$ cat config.mk
export PLATFORM = sky130hd
export DESIGN_NAME = radio_power_mode_controller
export DESIGN_NICKNAME = d
export VERILOG_FILES = /design/src/rtl/core/rpmc_pkg.sv /design/src/rtl/core/radio_power_mode_controller.sv
export SDC_FILE = /design/constraint.sdc
export NUM_CORES = 1
export LEC_CHECK = 0
export BUFFER_PORTS_ARGS = -buffer_cell sky130_fd_sc_hd__buf_4
export CORE_ASPECT_RATIO = 0.75
export CORE_MARGIN = 2
export CORE_UTILIZATION = 35
export CTS_CLUSTER_SIZE = 10
export DETAILED_ROUTE_END_ITERATION = 8
export GPL_TIMING_DRIVEN = 0
export SYNTH_ARGS = -nofsm -noshare
export SYNTH_HDL_FRONTEND = slang
export SYNTH_SLANG_ARGS = --single-unit
$ cat constraint.sdc
create_clock -name clk -period 2.6 [get_ports clk]
set_clock_uncertainty 0.1 [all_clocks]
set_input_delay 0.52 -clock clk [delete_from_list [all_inputs] [get_ports clk]]
set_output_delay 0.52 -clock clk [all_outputs]
set_load 0.05 [all_outputs]
$ cat src/rtl/core/rpmc_pkg.sv
// Package for the radio power mode controller: field widths, mode, command,
// status and radio setting codes, and the state and result types.
// No dependencies.
`default_nettype none

package rpmc_pkg;

  localparam int TIMER_BITS = 16;
  localparam int CFG_W      = 16;

  localparam logic [CFG_W-1:0] DELAY_RESET = 16'd100;
  localparam logic [CFG_W-1:0] IDLE_RESET  = 16'd0;

  typedef enum logic [1:0] {
    CMD_REQUEST  = 2'd0,
    CMD_ACTIVITY = 2'd1,
    CMD_TICK     = 2'd2,
    CMD_UNUSED   = 2'd3
  } cmd_t;

  typedef enum logic [2:0] {
    MODE_DEACT    = 3'd0,
    MODE_ACTIVE   = 3'd1,
    MODE_IDLE     = 3'd2,
    MODE_SB_LBT   = 3'd3,
    MODE_SB_NOLBT = 3'd4,
    MODE_DEEP     = 3'd5
  } mode_t;

  typedef enum logic [1:0] {
    ST_OK       = 2'd0,
    ST_INVALID  = 2'd1,
    ST_PHY_FAIL = 2'd2
  } status_t;

  typedef enum logic [2:0] {
    RADIO_OFF                 = 3'd0,
    RADIO_LOW_LATENCY         = 3'd1,
    RADIO_LOW_LATENCY_STANDBY = 3'd2,
    RADIO_LBT_STANDBY         = 3'd3,
    RADIO_NON_LBT_STANDBY     = 3'd4
  } radio_t;

  localparam int CFG_IDX_DELAY = 0;
  localparam int CFG_IDX_IDLE  = 1;

  typedef struct packed {
    logic [2:0]            mode_now;
    logic [2:0]            mode_target;
    logic                  in_trans;
    logic [TIMER_BITS-1:0] delay_left;
    logic                  delay_run;
    logic [TIMER_BITS-1:0] idle_left;
    logic                  idle_run;
  } ctl_t;

  typedef struct packed {
    logic [1:0] status;
    logic [2:0] current_mode;
    logic       pending;
    logic [2:0] target_mode;
    logic       phy_strobe;
    logic       phy_activate;
    logic [2:0] radio_setting;
  } res_t;

  // Working copy of the state plus the per-word outputs built so far.
  typedef struct packed {
    ctl_t       s;
    logic [1:0] status;
    logic       strobe;
    logic       activate;
    logic [2:0] radio;
  } step_t;

  function automatic logic [2:0] radio_of_mode(input logic [2:0] m);
    logic [2:0] r;
    case (m)
      MODE_DEACT:    r = RADIO_OFF;
      MODE_ACTIVE:   r = RADIO_LOW_LATENCY;
      MODE_IDLE:     r = RADIO_LOW_LATENCY_STANDBY;
      MODE_SB_LBT:   r = RADIO_LBT_STANDBY;
      MODE_SB_NOLBT: r = RADIO_NON_LBT_STANDBY;
      default:       r = RADIO_OFF;
    endcase
    return r;
  endfunction

  // Saturates a register value into the countdown width.
  function automatic logic [TIMER_BITS-1:0] timer_load(input logic [CFG_W-1:0] v);
    logic [32:0] wide;
    logic [32:0] max;
    wide = 33'(v);
    max  = (33'd1 << TIMER_BITS) - 33'd1;
    if (wide > max) begin
      return max[TIMER_BITS-1:0];
    end
    return wide[TIMER_BITS-1:0];
  endfunction

  // Issues the PHY command for a valid mode and updates the state.
  function automatic step_t perform(input step_t st, input logic [2:0] m, input logic ok,
                                    input logic [CFG_W-1:0] delay_cfg,
                                    input logic [CFG_W-1:0] idle_cfg);
    step_t r;
    logic  delayed;
    r        = st;
    delayed  = (m >= MODE_IDLE) && (delay_cfg != '0);
    r.strobe = 1'b1;
    r.radio  = radio_of_mode(m);
    r.activate = !((m == MODE_DEACT) || (m == MODE_DEEP));
    if (!ok) begin
      r.s.in_trans = 1'b0;
      r.status     = ST_PHY_FAIL;
      return r;
    end
    if (delayed) begin
      r.s.in_trans   = 1'b1;
      r.s.delay_left = timer_load(delay_cfg);
      r.s.delay_run  = 1'b1;
    end else begin
      r.s.mode_now = m;
      r.s.in_trans = 1'b0;
    end
    if ((m != MODE_ACTIVE) && (m != MODE_DEACT) && (idle_cfg != '0)) begin
      r.s.idle_left = timer_load(idle_cfg);
      r.s.idle_run  = 1'b1;
    end else begin
      r.s.idle_run = 1'b0;
    end
    return r;
  endfunction

  function automatic step_t request(input step_t st, input logic [2:0] m, input logic ok,
                                    input logic [CFG_W-1:0] delay_cfg,
                                    input logic [CFG_W-1:0] idle_cfg);
    step_t r;
    r = st;
    if (m > MODE_DEEP) begin
      r.status = ST_INVALID;
      return r;
    end
    if (m == r.s.mode_now) begin
      return r;
    end
    r.s.mode_target = m;
    return perform(r, m, ok, delay_cfg, idle_cfg);
  endfunction

endpackage

`default_nettype wire

$ cat src/rtl/core/radio_power_mode_controller.sv
// Radio power mode controller top level: mode state, delay and inactivity
// countdowns, and a two-word result queue. Depends on rpmc_pkg.
//
// Usage: each input word carries cmd (mode request, activity, or 1 ms tick),
// the requested mode and the PHY outcome for any command issued in that step.
// A word is taken when in_valid is high and in_stall is low; it is processed
// in that same cycle, and its single result word is registered for the output.
// One word is accepted every cycle while in_stall is low. A skid register
// behind the result register lets one more word be accepted while the
// receiver holds out_stall high; in_stall rises only when both result
// registers are full, so nothing is lost or repeated.
// The write port (cfg_we, cfg_index, cfg_data) sets the transition delay
// (index 0) and the inactivity length (index 1); the user is to use it only
// while idle, as the block itself does not enforce this.
// Synchronous reset puts the block in deactivated mode with both countdowns
// stopped, the delay register at 100 ticks, inactivity disabled, and the
// result queue empty.
`default_nettype none

module radio_power_mode_controller
  import rpmc_pkg::*;
(
  input  wire logic             clk,
  input  wire logic             rst,
  input  wire logic             cfg_we,
  input  wire logic             cfg_index,
  input  wire logic [CFG_W-1:0] cfg_data,
  input  wire logic             in_valid,
  output logic                  in_stall,
  input  wire logic [1:0]       cmd,
  input  wire logic [2:0]       mode,
  input  wire logic             phy_ok,
  output logic                  out_valid,
  input  wire logic             out_stall,
  output logic [1:0]            status,
  output logic [2:0]            current_mode,
  output logic                  pending,
  output logic [2:0]            target_mode,
  output logic                  phy_strobe,
  output logic                  phy_activate,
  output logic [2:0]            radio_setting
);

  logic [CFG_W-1:0] delay_cfg;
  logic [CFG_W-1:0] idle_cfg;
  ctl_t             ctl;
  ctl_t             ctl_next;
  res_t             res_next;
  res_t             out_word;
  res_t             skid_word;
  logic             skid_valid;
  logic             in_accept;
  logic             out_take;

  assign in_stall  = skid_valid;
  assign in_accept = in_valid && !in_stall;
  assign out_take  = out_valid && !out_stall;

  always_ff @(posedge clk) begin
    if (rst) begin
      delay_cfg <= DELAY_RESET;
      idle_cfg  <= IDLE_RESET;
    end else if (cfg_we) begin
      if (cfg_index == 1'(CFG_IDX_DELAY)) begin
        delay_cfg <= cfg_data;
      end else begin
        idle_cfg <= cfg_data;
      end
    end
  end

  always_comb begin
    step_t st;
    st        = '0;
    st.s      = ctl;
    st.status = ST_OK;
    case (cmd)
      CMD_REQUEST: begin
        st = request(st, mode, phy_ok, delay_cfg, idle_cfg);
      end
      CMD_ACTIVITY: begin
        if ((st.s.mode_now != MODE_ACTIVE) && !st.s.in_trans) begin
          st = perform(st, MODE_ACTIVE, phy_ok, delay_cfg, idle_cfg);
        end
        if (st.s.idle_run) begin
          st.s.idle_left = timer_load(idle_cfg);
        end
      end
      CMD_TICK: begin
        // The delay countdown is serviced first, so an inactivity request in
        // the same tick sees the completed mode.
        if (st.s.delay_run) begin
          if (st.s.delay_left <= TIMER_BITS'(1)) begin
            st.s.delay_left = '0;
            st.s.delay_run  = 1'b0;
            if (st.s.in_trans) begin
              st.s.mode_now = st.s.mode_target;
              st.s.in_trans = 1'b0;
            end
          end else begin
            st.s.delay_left = st.s.delay_left - TIMER_BITS'(1);
          end
        end
        if (st.s.idle_run) begin
          if (st.s.idle_left <= TIMER_BITS'(1)) begin
            st.s.idle_left = '0;
            st.s.idle_run  = 1'b0;
            st = request(st, MODE_IDLE, phy_ok, delay_cfg, idle_cfg);
          end else begin
            st.s.idle_left = st.s.idle_left - TIMER_BITS'(1);
          end
        end
      end
      default: begin
      end
    endcase
    ctl_next               = st.s;
    res_next.status        = st.status;
    res_next.current_mode  = st.s.mode_now;
    res_next.pending       = st.s.in_trans;
    res_next.target_mode   = st.s.mode_target;
    res_next.phy_strobe    = st.strobe;
    res_next.phy_activate  = st.activate;
    res_next.radio_setting = st.radio;
  end

  always_ff @(posedge clk) begin
    if (rst) begin
      ctl <= '0;
    end else if (in_accept) begin
      ctl <= ctl_next;
    end
  end

  // Result register plus skid register; the skid fills only when the result
  // register is held by the receiver.
  always_ff @(posedge clk) begin
    if (rst) begin
      out_valid  <= 1'b0;
      skid_valid <= 1'b0;
    end else begin
      if (!out_valid || out_take) begin
        if (skid_valid) begin
          out_word   <= skid_word;
          out_valid  <= 1'b1;
          skid_valid <= 1'b0;
        end else if (in_accept) begin
          out_word  <= res_next;
          out_valid <= 1'b1;
        end else begin
          out_valid <= 1'b0;
        end
      end else if (in_accept) begin
        skid_word  <= res_next;
        skid_valid <= 1'b1;
      end
    end
  end

  assign status        = out_word.status;
  assign current_mode  = out_word.current_mode;
  assign pending       = out_word.pending;
  assign target_mode   = out_word.target_mode;
  assign phy_strobe    = out_word.phy_strobe;
  assign phy_activate  = out_word.phy_activate;
  assign radio_setting = out_word.radio_setting;

  a_skid_behind_out: assert property (@(posedge clk) disable iff (rst)
    skid_valid |-> out_valid)
    else $error("skid register holds a word while the result register is empty");

  a_no_cmd_no_fields: assert property (@(posedge clk) disable iff (rst)
    (out_valid && !phy_strobe) |-> (!phy_activate && (radio_setting == RADIO_OFF)))
    else $error("PHY fields set without a PHY command");

  a_invalid_no_cmd: assert property (@(posedge clk) disable iff (rst)
    (out_valid && (status == ST_INVALID)) |-> !phy_strobe)
    else $error("PHY command issued for an invalid mode");

  a_stall_queue_full: assert property (@(posedge clk) disable iff (rst)
    (out_valid && out_stall && in_accept && !skid_valid) |=> skid_valid)
    else $error("accepted word lost while the receiver stalls");

endmodule

`default_nettype wire
### After elaboration in Yosys (flattened, before gate mapping)

Cells that the tools add are included.
Widths: inputs -> output; s select.

* register bits after elaboration: 103
* input bits: 28
* logic and storage cells: 149
* output and inout bits: 16

* equal/unequal tests: 22
* add/sub/neg operators: 2
* bitwise logic cells: 3
* order comparisons: 4
* reduce and logical (&&, ||, !) cells: 28
* mux-type cells: 65

Operator list (count)
* $mux 48: 15
* $pmux 48 s3: 1
* $mux 16: 5
* $mux 17: 2
* $le 16x1->1 const B: 2
* $reduce_bool 16->1: 2
* $sub 16x1->16 const B: 2
* $mux 1: 28
* $mux 14: 2
* $mux 24: 1
* $mux 18: 1
* $mux 3: 6
* $ne 5x5->1 const B: 3
* $pmux 3 s4: 1
* $ne 3x3->1 const B: 3
* $reduce_and 9->1: 1
* $mux 8: 1
* $ne 2x2->1 const B: 4
* $reduce_and 8->1: 1
* $eq 3x2->1 const B: 2
* $eq 3x3->1 const B: 2
* $logic_and 1x1->1: 6
* $ne 3x1->1 const B: 2
* $reduce_and 3->1: 2
* 19 further kinds: 29

### Longest topological paths before layout

* word-level depth: 20
* mapped depth: 11
* mapped depth without buffers: 10

### Worst setup path after synthesis

No wires, ideal clock.

* kind: reg2reg
* from: register ctl[9] (netlist bit)
* to: register out_word, in the netlist current_mode[2] (data pin)
* path slack: -0.288 ns
* path buffers: 1
* required time: 2.240 ns
* data arrival time: 2.528 ns
* cell stages (with the launch flop): 9
* period minus slack after synthesis: 2.888 ns
* setup time: 0.260 ns
* path through: dfxtp_1 -> or4_4 -> or3_1 -> buf_2 -> or4_4 -> or4b_1 -> a21o_1 -> a21bo_1 -> mux2_4

RTL lines
* start, declared: RTL line radio_power_mode_controller.sv:46 `ctl_t ctl;`
* start signal, assigned: RTL line radio_power_mode_controller.sv:131 `ctl <= ctl_next;`
* end signal, assigned: RTL line radio_power_mode_controller.sv:144 `out_word <= skid_word;`
* end signal, assigned: RTL line radio_power_mode_controller.sv:148 `out_word <= res_next;`
* end, declared: RTL line radio_power_mode_controller.sv:49 `res_t out_word;`

==> flow_summary.toml <==
[status]
status = "complete, but fails checks"
violations = "setup timing"

[placement]
place_area_um2 = 6110
place_hpwl_um = 12000
gp_congestion = 0.965
numPortBuffers = 40

[power]
vdd.ir_drop.worst_mv = 0.337
p_leak_nw = 2.63
powerDensity_nw_per_um2 = 558

[clock_tree]
cts_buffers = 9
clock-root-buffer = "clkbuf_16"
insertion_delay_ns = 0.37
cts.path.max_buffers = 2
cts_tree = "done"
htreeDepth = 3
cts.sinks = 103
cts_hold_buf = 0
clk_pin_slew_ns = 0.07

[critical_path]
worstPathCellList = "or4_4 -> or3_1 -> buf_6 -> or4_4 -> or4b_1 -> a21o_1 -> a21bo_1 -> mux2_4"
worstPathArrival_ns = 3.09
cp-start-kind = "flip-flop"
critPathSlowestCell = "or4_4"
worstSetupPathDepth = 8
timing.rr.end = "current_mode[2]"
required_ns = 2.62
rr_startpoint = "ctl[9]"
critPathTopFamily = "simple AND/OR/NAND/NOR gates"
crit_path_max_fanout = 4
max_stage_delay_ns = 0.54
crit_type = "reg -> reg"
r2r_slack_ns = -0.47
cp-end-kind = "flip-flop"
critPathBufInv = 1
r2r_cells = 8
cpMostUsedCell = "or4_4"

[logic_synthesis]
synth.distinct_cells = 57
synth.avg_cell_area_um2 = 8.04
yosysTopAreaCell = "dfxtp_1"
syn_inst = 682
synth-edff-count = 28
synth-seq-area-share_pct = 42.7
synth_warnings = 0
synth_area_leaders = "dfxtp_1 (27%), edfxtp_1 (15%), nand2_1 (7.5%)"
ys_seq_elements = 103
synth_fp_nets = 714
synth_top_flop_cell = "dfxtp_1"
synth_top_area_share_pct = 27.4
syn_area_um2 = 5480
ys_async_sr_fraction_pct = 0

[floorplanning]
die_h_um = 112
die_w_um = 149
rows = 39
ioPinCount = 44
fp.coreArea_um2 = 15300
die_area_um2 = 16700
start_util_pct = 35.9

[global_routing]
grt_pass1_wl_um = 26900
antenna_found_initial = 0
grt_use_total_pct = 20.3
grt_overflow = 0
grt_pass1_vias = 5020
grt_max_degree = 19

[worst_hold_path]
min_path_cells = 3
min_to = "delay_cfg[6]"
min_path_type = "in -> reg"
min_from = "cfg_data[6]"

[routing]
vias_per_cell = 5.65
firstDrtPassIters = 5
drt_iter0_markers = 525
postRouteAntennaNets = 0
vias = 5521
wirelength_um = 17500
avgRoutedWirePerCell_um = 18.0
drc = 0

[sta]
setup_viol = 61
setup_slack_ns = -0.466
fmax_mhz = 326
period_needed_ns = 3.07
worst_pin_slew_ns = 0.814
hold_violations = 0
rsz0062_at_grt = "yes"
maxSlewViolCount = 0
holdWs_ns = 0.295
post-route-period-util_pct = 118
max_slew_margin_pct = 45.7

[cells_and_area]
n_antenna_cell = 0
stdcell_area_um2 = 7200
drive_gt1_share_pct = 26.0
nNetsFinal = 799
syn_to_final_growth_pct = 31.3
fill_cells = 1444

[flow_run]
maxCapViolCount = 0
==> cell usage after synthesis (6+ instances only) <==
library cell and instances:
clkbuf_1 33, inv_1 18, a31oi_1 7, nand3_1 19
o32ai_1 7, a21oi_1 72, nor4_1 16, mux2_2 10
nor2_1 63, nand2b_1 8, o21ai_0 48, nand4_1 7
dfxtp_1 75, and2_1 6, a22oi_1 11, nor3_1 23
nand2_1 110, a21o_1 8, o21a_1 6, edfxtp_1 28
xor2_1 8, a211oi_1 6, o31ai_1 8, xnor2_1 10
==> cells in the final DEF (no fill, tap or decap), drive strengths merged, types with 7 or more instances in the layout <==
master,n
o31ai,9
inv,22
mux2,11
clkbuf,36
xnor2,10
a22oi,11
nor4,16
nand2,110
nor2,63
buf,87
or2,7
xor2,8
a31oi,7
a21oi,72
nand4,7
nand3,19
nor3,23
dfxtp,75
nand2b,8
a21o,8
edfxtp,28
o32ai,7
o21ai,53
==> where the power goes <==
| group | switching (mW) | internal (mW) | total (mW) | leakage (nW) |
|---|---|---|---|---|
| logic | 0.478 | 0.320 | 0.798 | 1.61 |
| clock network | 0.658 | 0.789 | 1.45 | 0.156 |
| registers | 0.0637 | 1.71 | 1.77 | 0.873 |
==> worst register-to-register path, delay by kind of cell, from the launching register on <==
family / cells / cell delay (ns)
multiplexers: 1 / 0.25
flip-flops: 1 / 0.34
AND/OR/NAND/NOR: 4 / 1.58
AO/OA/AOI/OAI: 2 / 0.40
buffers and inverters: 1 / 0.14
==> worst max-delay path by stage <==
stage,end,start
final,current_mode[2],ctl[9]
after floorplan,current_mode[2],ctl[9]
after CTS,current_mode[2],ctl[9]
after global placement,pending,rst
after detailed placement,ctl[28],mode[0]
after global routing,current_mode[2],ctl[5]
==> sequential cells by signal (all words and copies together) (netlist names), 2 cells and up <==
register,count
target_mode,3
delay_cfg,16
radio_setting,3
status,2
current_mode,3
idle_cfg,16
skid_word,14
ctl,41
==> cell type report <==
type                       instances  area, um2  share of cell area (%)
clock buffer                      10        239                    3.32
timing repair buffer              79        649                    9.02
clock inverter                     6       73.8                    1.03
tap                              205        256                    3.56
inverter                          18       67.6                   0.938
buffer                            34        171                    2.38
sequential                       103       2350                    32.7
multi-input combinational        522       3390                    47.1
==> metrics by stage <==
stage	setup WS, ns	util [%]	TNS [ns]	cells	power (mW)
CTS	-0.430	44.3	-8.99	962	3.91
global placement	-0.721	39.8	-38.50	927	2.40
finish	-0.466	47.1	-13.21	977	4.02
detailed placement	-0.727	40.0	-20.18	929	2.41
global route	-0.519	47.1	-17.73	977	4.17
floorplan	-0.283	-	-0.522	682	2.22
==> what timing repair did <==
| item | in CTS | in global routing |
|---|---|---|
| resized for setup | 54 | 80 |
| buffers inserted | 21 | 13 |
| setup endpoints to repair | 58 | 63 |
| cloned | 2 | 2 |
| hold endpoints to repair | 0 | 0 |
| pin swaps | 29 | 36 |
==> layer usage <==
layer | track usage, % | part of all wire, % | routed length, um | vias to the layer above
met3 | 3.90 | 6.7 | 1170 | 27
met2 | 30.4 | 44 | 7790 | 207
met5 | 0 | 0 | 0 | -
li1 | - | - | - | 2638
met1 | 30.0 | 48 | 8350 | 2649
met4 | 5.65 | 1.3 | 236 | 0
==> logic make-up (layout without fill, tap and decap cells) <==
family                   count (synthesis)  count (layout)  share of synthesized area, %
flip-flops                             103             103                          42.7
multiplexers                            14              14                          2.88
adder cells (fa/ha/maj)                  4               4                         0.913
buffers and inverters                   58             147                          4.06
XOR/XNOR                                18              18                          2.88
AO/OA/AOI/OAI                          200             200                          22.2
AND/OR/NAND/NOR                        285             286                          24.3
(Power assumes the default switching activity.)
